==> config.mk <==
export PLATFORM = sky130hd
export DESIGN_NAME = obo_back
export DESIGN_NICKNAME = d
export VERILOG_FILES = /design/src/rtl/obo_pkg.sv /design/src/rtl/obo_back.sv
export SDC_FILE = /design/constraint.sdc
export NUM_CORES = 2
export LEC_CHECK = 0
export BUFFER_PORTS_ARGS = -buffer_cell sky130_fd_sc_hd__buf_2
export CAP_MARGIN = 5
export CORE_MARGIN = 5
export CORE_UTILIZATION = 25
export DETAILED_ROUTE_END_ITERATION = 10
export GPL_TIMING_DRIVEN = 1
export HOLD_SLACK_MARGIN = 0.15
export SLEW_MARGIN = 40
export SYNTH_ARGS = -nofsm -noshare
export SYNTH_HDL_FRONTEND = slang
export SYNTH_SLANG_ARGS = --single-unit
==> constraint.sdc <==
create_clock -name i_clk -period 8.31 [get_ports i_clk]
set_input_delay 0.4155 -clock i_clk [delete_from_list [all_inputs] [get_ports i_clk]]
set_output_delay 0.4155 -clock i_clk [all_outputs]
set_load 0.02 [all_outputs]
==> src/rtl/obo_pkg.sv <==
// ----------------------------------------------------------------------------
// obo_pkg
// Shared constants, types and helpers for the oriented box overlap test.
// ----------------------------------------------------------------------------
package obo_pkg;

    localparam int WORD_W    = 32;
    localparam int FRAC_BITS = 16;
    localparam int IN_W      = 32;
    localparam int DEPTH     = 64;
    localparam int ADDR_W    = $clog2(DEPTH);
    localparam int PROD_W    = 2 * WORD_W;
    localparam int ACC_W     = PROD_W + 2;
    localparam int SPR_W     = WORD_W + 2;
    localparam int CHK_W     = ((WORD_W > FRAC_BITS + 1) ? WORD_W : FRAC_BITS + 1) + 3;
    localparam int EXT_W     = (WORD_W > IN_W) ? WORD_W : IN_W;

    localparam logic [1:0] M_T1 = 2'd0;
    localparam logic [1:0] M_I1 = 2'd1;
    localparam logic [1:0] M_T2 = 2'd2;
    localparam logic [1:0] M_I2 = 2'd3;

    typedef struct packed {
        logic       valid;
        logic       first_k;
        logic       last_k;
        logic [1:0] col;
        logic       fin;
    } t_tag;

    function automatic logic signed [WORD_W-1:0] sat_entry(input logic signed [IN_W-1:0] v);
        logic signed [EXT_W-1:0]  x;
        logic signed [EXT_W-1:0]  hi;
        logic signed [EXT_W-1:0]  lo;
        logic signed [WORD_W-1:0] res;
        x  = EXT_W'(v);
        hi = EXT_W'({1'b0, {(WORD_W-1){1'b1}}});
        lo = ~hi;
        if (x > hi) begin
            res = WORD_W'(hi);
        end else if (x < lo) begin
            res = WORD_W'(lo);
        end else begin
            res = WORD_W'(x);
        end
        return res;
    endfunction

endpackage

==> src/rtl/obo_back.sv <==
// ----------------------------------------------------------------------------
// obo_back
// Forms rows 0..2 of both products with one shared multiplier and tests the
// corner extremes of each row for separation.
// ----------------------------------------------------------------------------
module obo_back (
    input  logic                              i_clk,
    input  logic                              i_rst_n,
    input  logic                              i_cmd_valid,
    output logic                              o_cmd_pop,
    output logic                              o_busy,
    output logic [obo_pkg::ADDR_W-1:0]        o_raddr_a,
    output logic [obo_pkg::ADDR_W-1:0]        o_raddr_b,
    input  logic [obo_pkg::WORD_W-1:0]        i_rdata_a,
    input  logic [obo_pkg::WORD_W-1:0]        i_rdata_b,
    output logic                              m_axis_tvalid,
    input  logic                              m_axis_tready,
    output logic [7:0]                        m_axis_tdata
);

    localparam int AW = obo_pkg::ACC_W;
    localparam int CW = obo_pkg::CHK_W;
    localparam logic signed [AW-1:0] SAT_HI = AW'({1'b0, {(obo_pkg::WORD_W-1){1'b1}}});
    localparam logic signed [AW-1:0] SAT_LO = ~SAT_HI;
    localparam logic signed [CW-1:0] ONE    = CW'(1) << obo_pkg::FRAC_BITS;

    logic r_run, r_issue, r_pass, r_sep, r_out_valid, r_overlap;
    logic [1:0] r_row, r_col, r_k;
    obo_pkg::t_tag r_t1, r_t2, r_t3, r_t4, r_t5, t0;
    logic signed [obo_pkg::PROD_W-1:0] r_prod;
    logic signed [AW-1:0] r_acc, sh;
    logic signed [obo_pkg::WORD_W-1:0] r_e, r_e3;
    logic signed [obo_pkg::SPR_W-1:0] r_spread, abs_e, ext_e;
    logic signed [CW-1:0] lo, hi;
    logic start, sep_now, done;
    logic [1:0] ma, mb;

    assign start     = i_cmd_valid && !r_run && !r_out_valid;
    assign o_cmd_pop = start;
    assign o_busy    = r_run;
    assign ma        = r_pass ? obo_pkg::M_T1 : obo_pkg::M_T2;
    assign mb        = r_pass ? obo_pkg::M_I2 : obo_pkg::M_I1;
    assign o_raddr_a = {ma, r_row, r_k};
    assign o_raddr_b = {mb, r_k, r_col};

    assign t0.valid   = r_issue;
    assign t0.first_k = (r_k == 2'd0);
    assign t0.last_k  = (r_k == 2'd3);
    assign t0.col     = r_col;
    assign t0.fin     = r_pass && (r_row == 2'd2) && (r_col == 2'd3) && (r_k == 2'd3);

    assign sh    = r_acc >>> obo_pkg::FRAC_BITS;
    assign ext_e = obo_pkg::SPR_W'(r_e);
    assign abs_e = ext_e[obo_pkg::SPR_W-1] ? -ext_e : ext_e;
    assign lo    = CW'(r_e3) - CW'(r_spread);
    assign hi    = CW'(r_e3) + CW'(r_spread);
    assign sep_now = r_t5.valid && (r_t5.col == 2'd3) && ((lo >= ONE) || (hi <= -ONE));
    assign done  = r_t5.valid && r_t5.fin;

    assign m_axis_tvalid = r_out_valid;
    assign m_axis_tdata  = {7'd0, r_overlap};

    always_ff @(posedge i_clk) begin
        if (!i_rst_n) begin
            r_run <= 1'b0;
            r_issue <= 1'b0;
            r_out_valid <= 1'b0;
            r_t1 <= '0;
            r_t2 <= '0;
            r_t3 <= '0;
            r_t4 <= '0;
            r_t5 <= '0;
            r_pass <= 1'b0;
            r_row <= 2'd0;
            r_col <= 2'd0;
            r_k <= 2'd0;
            r_sep <= 1'b0;
        end else begin
            r_t1 <= t0;
            r_t2 <= r_t1;
            r_t3 <= r_t2;
            r_t4 <= r_t3.last_k ? r_t3 : '0;
            r_t5 <= r_t4;
            if (start) begin
                r_run <= 1'b1;
                r_issue <= 1'b1;
                r_pass <= 1'b0;
                r_row <= 2'd0;
                r_col <= 2'd0;
                r_k <= 2'd0;
                r_sep <= 1'b0;
            end else if (r_issue) begin
                r_k <= r_k + 2'd1;
                if (r_k == 2'd3) begin
                    r_col <= r_col + 2'd1;
                    if (r_col == 2'd3) begin
                        if (r_row == 2'd2) begin
                            r_row <= 2'd0;
                            r_pass <= 1'b1;
                            if (r_pass) begin
                                r_issue <= 1'b0;
                            end
                        end else begin
                            r_row <= r_row + 2'd1;
                        end
                    end
                end
            end
            if (sep_now) begin
                r_sep <= 1'b1;
            end
            if (done) begin
                r_run <= 1'b0;
                r_out_valid <= 1'b1;
            end else if (r_out_valid && m_axis_tready) begin
                r_out_valid <= 1'b0;
            end
        end
    end

    always_ff @(posedge i_clk) begin
        r_prod <= obo_pkg::PROD_W'($signed(i_rdata_a)) * obo_pkg::PROD_W'($signed(i_rdata_b));
        if (r_t2.valid) begin
            r_acc <= r_t2.first_k ? AW'(r_prod) : r_acc + AW'(r_prod);
        end
        if (r_t3.valid && r_t3.last_k) begin
            if (sh > SAT_HI) begin
                r_e <= obo_pkg::WORD_W'(SAT_HI);
            end else if (sh < SAT_LO) begin
                r_e <= obo_pkg::WORD_W'(SAT_LO);
            end else begin
                r_e <= obo_pkg::WORD_W'(sh);
            end
        end
        if (r_t4.valid) begin
            if (r_t4.col == 2'd3) begin
                r_e3 <= r_e;
            end else if (r_t4.col == 2'd0) begin
                r_spread <= abs_e;
            end else begin
                r_spread <= r_spread + abs_e;
            end
        end
        if (done) begin
            r_overlap <= !(r_sep || sep_now);
        end
    end

    a_no_run_with_result: assert property (@(posedge i_clk) disable iff (!i_rst_n)
        !(r_run && r_out_valid)) else $error("back running while result pending");
    a_pipe_in_run: assert property (@(posedge i_clk) disable iff (!i_rst_n)
        r_t1.valid |-> r_run) else $error("pipeline active outside a test");
    a_done_clears: assert property (@(posedge i_clk) disable iff (!i_rst_n)
        done |=> (!r_run && r_out_valid)) else $error("test end not reported");

endmodule

# Word-level counts from Yosys, hierarchy flattened
# Index checks and enable logic that the tools add are counted.
# Widths: inputs -> output; s select.
[totals]
reg_bits = 265
in_bits = 68
out_inout_bits = 23
word_cells = 98
[op_classes]
addsub = 8
n_mul = 1
order_cmp = 4
eq_ne = 5
n_mux = 17
bitwise_logic = 2
reduce_logical = 27
[ops]
columns = ["operator", "n"]
rows = [
  ["$mux 34", 2],
  ["$add 66x64->66", 1],
  ["$mux 66", 1],
  ["$mul 32x32->64", 1],
  ["$gt 50x32->1 const B", 1],
  ["$lt 50x32->1 const B", 1],
  ["$add 32x34->35", 1],
  ["$ge 35x18->1 const B", 1],
  ["$le 35x17->1 const B", 1],
  ["$sub 32x34->35", 1],
  ["$add 34x34->34", 1],
  ["$neg 32->34", 1],
  ["$mux 32", 1],
  ["$eq 2x2->1 const B", 5],
  ["$logic_and 1x1->1", 10],
  ["$mux 1", 10],
  ["$reduce_and 2->1", 4],
  ["$add 2x1->2 const B", 3],
  ["$mux 2", 3],
  ["$logic_not 2->1", 2],
  ["$reduce_and 4->1", 1],
  ["$reduce_bool 2->1", 2],
  ["$reduce_or 2->1", 2],
  ["$logic_not 1->1", 3],
  ["3 further kinds", 5],
]

# Logic depth before layout (Yosys ltp)
[depth]
ltp_word = 6
depth_mapped = 30
mapped_depth_nobuf = 29

# Worst setup path after synthesis
# No wires, ideal clock.
[synth_path]
kind = "input -> register"
start = "in i_rdata_a[31] (netlist name)"
end = "reg r_prod[57] (netlist name)"
setup_time_ns = 0.072
t_arrival_ns = 7.612
required_time_ns = 8.238
slack_ns = 0.627
stages = 24
n_path_buf = 1
path_cell_list = "clkbuf_1 -> nand2_1 -> inv_1 -> fa_1 -> inv_1 -> fa_1 -> inv_1 -> fa_1 -> fa_1 -> inv_1 -> fa_1 -> inv_1 -> fa_1 -> inv_1 -> fa_1 -> fa_1 -> inv_1 -> ha_1 -> nand3_1 -> or3_1 -> o21a_1 -> or3_1 -> o21ai_0 -> xor2_1"
[synth_between]
elab_chain_len = 1
[synth_lines]
columns = ["item", "line_no", "rtl"]
rows = [
  ["start: declaration", "obo_back.sv:14", "input logic [obo_pkg::WORD_W-1:0] i_rdata_a,"],
  ["$mul 32x32->64", "obo_back.sv:122", "r_prod <= obo_pkg::PROD_W'($signed(i_rdata_a)) * obo_pkg::PROD_W'($signed(i_rdata_b));"],
  ["end signal: assignment", "obo_back.sv:122", ""],
  ["end: declaration", "obo_back.sv:30", "logic signed [obo_pkg::PROD_W-1:0] r_prod;"],
]
# Every way passes these cells.
# A chain may end at the register's enable or synchronous reset.

# Worst setup path in the final report
[layout_path]
start = "in i_rdata_b[2] (netlist name)"
end = "reg r_prod[63] (netlist name)"
[layout_between]
elab_chain_len = 1
[layout_lines]
columns = ["item", "line_no", "rtl"]
rows = [
  ["start: declaration", "obo_back.sv:15", "input logic [obo_pkg::WORD_W-1:0] i_rdata_b,"],
  ["$mul 32x32->64", "obo_back.sv:122", ""],
]
# Every way passes these cells.

==> reports/results.ini <==
[route]
drc = 0
avgViaCountPerCell = 4.507
dr_total_vias = 39610
ant_nets = 0
totalWireLength_mm = 140.1
drtIter0Drc = 2322
drt_pass1_iterations = 5
wl_per_cell_um = 15.94

[min_path]
holdCritStartpoint = i_cmd_valid
hold_path.class = input pin to register
min_path_cells = 4

[place]
placed_cells = 8721
hpwlAfterDp_mm = 119.2
globalplace.congestion = 0.8767
port_buffers = 81
placed_area_um2 = 58490

[sta]
fin_crit_sh = 0.9391
drv_slew = 0
fin_setup_tns_ns = 0
slew_headroom = 0.4330
setup_viol = 0
clock_skew_ns = 0.04239
tightestPinTransition_ns = 0.8496
rsz0062_at_grt = false
layout_min_cycle_time_ns = 7.804
max_freq_mhz = 128.1
hold_viol_final = 0

[layout]
fin_area_um2 = 59680
drive_gt1_frac = 0.05818
final_cells = 8788
final_util = 0.2775
areaGrowthSynthToFinish_pct = 10.33
nets = 7428

[cts]
clockRootBuffer = clkbuf_16
path_clk_slew_ns = 0.06
htree_levels = 2
clock_latency_ns = 0.56
clkSinkCount = 265
cts_made_buffers = 35
cts_setup_buffers = 0
clockBufferDepth = 3
cts_tree = done

[floorplanning]
num_rows = 170
die_x_um = 475.1
die_h_um = 475.1
ios = 91
coreArea_um2 = 215000
die-area_um2 = 225800
initial_utilization = 0.2515

[global_routing]
grt_pass1_wl_mm = 229.4
first_global_vias = 42640
overflow = 0
grt_antenna_before_repair = 7
grt_usage = 0.1249
grt_max_degree = 99

[critical_path]
crit_fanout = 18
crit_path_end_kind = register
arrival_ns = 8.25
r2r_cells = 19
critPathLaunchType = input pin
crit_path_start = i_rdata_b[2]
crit_top_cell = fa_1
cp_slowest_stage_delay_ns = 0.58
r2r_start = r_e[6]
critPathKind = input pin to register
crit_slowest_cell = fa_1
required_ns = 8.75

[yosys]
synth-main-ff-cell = edfxtp_1
yosys.area.top_type = fa_1
yosysWarnings = 0
netlist.area_leader.share = 0.4016
synth.most_common_cell = inv_1
synthTopCellsByArea = fa_1 (40%), edfxtp_1 (9.2%), ha_1 (8.2%)
synth_edf_count = 165
synth_common_cells = inv_1 (1119), fa_1 (1085), nand2_1 (701), and2_1 (539), ha_1 (354)
synth_area_um2 = 54090
synth-async-reset-ratio = 0
synth_cell_types = 78
synth_seq_cells = 265
syn_area_per_cell_um2 = 9.174
yosysSeqAreaShare = 0.1286
synthCells = 5896

[run_status]
status = complete, no violations

[run]
maxCapViolCount = 0

[critical path, delay by kind of cell]
family          cells  cell delay [ns]
simple gates        1             0.10
xor+xnor            1             0.15
compound gates     11             2.27
buf+inv             6             0.91
fa+ha+maj           9             4.39
[cell usage in the layout, fill, tap and decap left out, types with 49 or more instances in the layout]
master    count
ha_1        354
a21o_1      122
inv_1      1119
xor2_1       79
buf_4       166
a21oi_1     211
nor2_1      247
nand2b_1     49
buf_2        81
nand2_1     701
o21ai_0     204
edfxtp_1    165
dfxtp_1      98
and2_1      539
fa_1       1085
xnor2_1     124
[metrics by stage]
stage,worst slack [ns],hold slack (ns)
6_report,0.5062,0.2597
5_1_grt,0.2178,0.2410
4_1_cts,0.6296,0.2123
3_5_place_dp,0.01587,0.4193
3_3_place_gp,0.06534,0.4144
2_1_floorplan,0.6266,0.4119
[layout make-up]
| cell class | instances | area [um^2] |
|---|---|---|
| Tap cell | 2838 | 3551 |
| Sequential cell | 265 | 6962 |
| Antenna cell | 3 | 7.507 |
| Clock inverter | 13 | 165.2 |
| Inverter | 1119 | 4200 |
| Fill cell | 22660 | 155400 |
| Clock buffer | 50 | 1003 |
| Timing Repair Buffer | 261 | 1913 |
| Multi-Input combinational cell | 4239 | 41880 |
[final timing paths]
kind | to | slack, ns
setup / recovery | r_prod[63] | 0.51
hold / removal | r_sep | 0.26
setup reg to reg | r_spread[30] | 2.62
hold reg to reg | r_t2[3] | 0.43
[cells by family after synthesis]
logic type | after synthesis | synth area share
multiplexers | 8 | 0.001550
buffers and inverters | 1400 | 0.09822
AO/OA/AOI/OAI | 779 | 0.09142
adder cells (fa/ha/maj) | 1439 | 0.4834
other | 2 | 0.0001388
XOR/XNOR | 203 | 0.03287
AND/OR/NAND/NOR | 1800 | 0.1637
flip-flops | 265 | 0.1286
[registers in the layout (all words and copies together), names as in the netlist]
signal         count
r_acc             66
r_prod            64
r_spread          34
r_e3              32
r_e               32
r_t1               6
r_t2               6
r_t3               5
r_t4               4
r_t5               4
r_col              2
r_k                2
r_row              2
m_axis_tvalid      1
o_busy             1
r_issue            1
r_overlap          1
r_pass             1
r_sep              1
[routing by layer]
metal / up-vias / global-route usage / part of all wire
met1: 20120 / 0.1791 / 0.47
met3: 155 / 0.01665 / 0.059
met4: 0 / 0.02300 / 0.016
li1: 18290 / - / -
met2: 1048 / 0.2028 / 0.45
met5: - / 0 / 0
[repair_timing]
item | 4_1_cts | 5_1_grt
endpoints found under the hold margin | 1 | 0
gates resized for setup | 0 | 0
hold buffers | 1 | 0
Power is left out: the tool's default activity adds up to more than one toggle a clock period on the data nets, which glitch-free logic cannot reach.
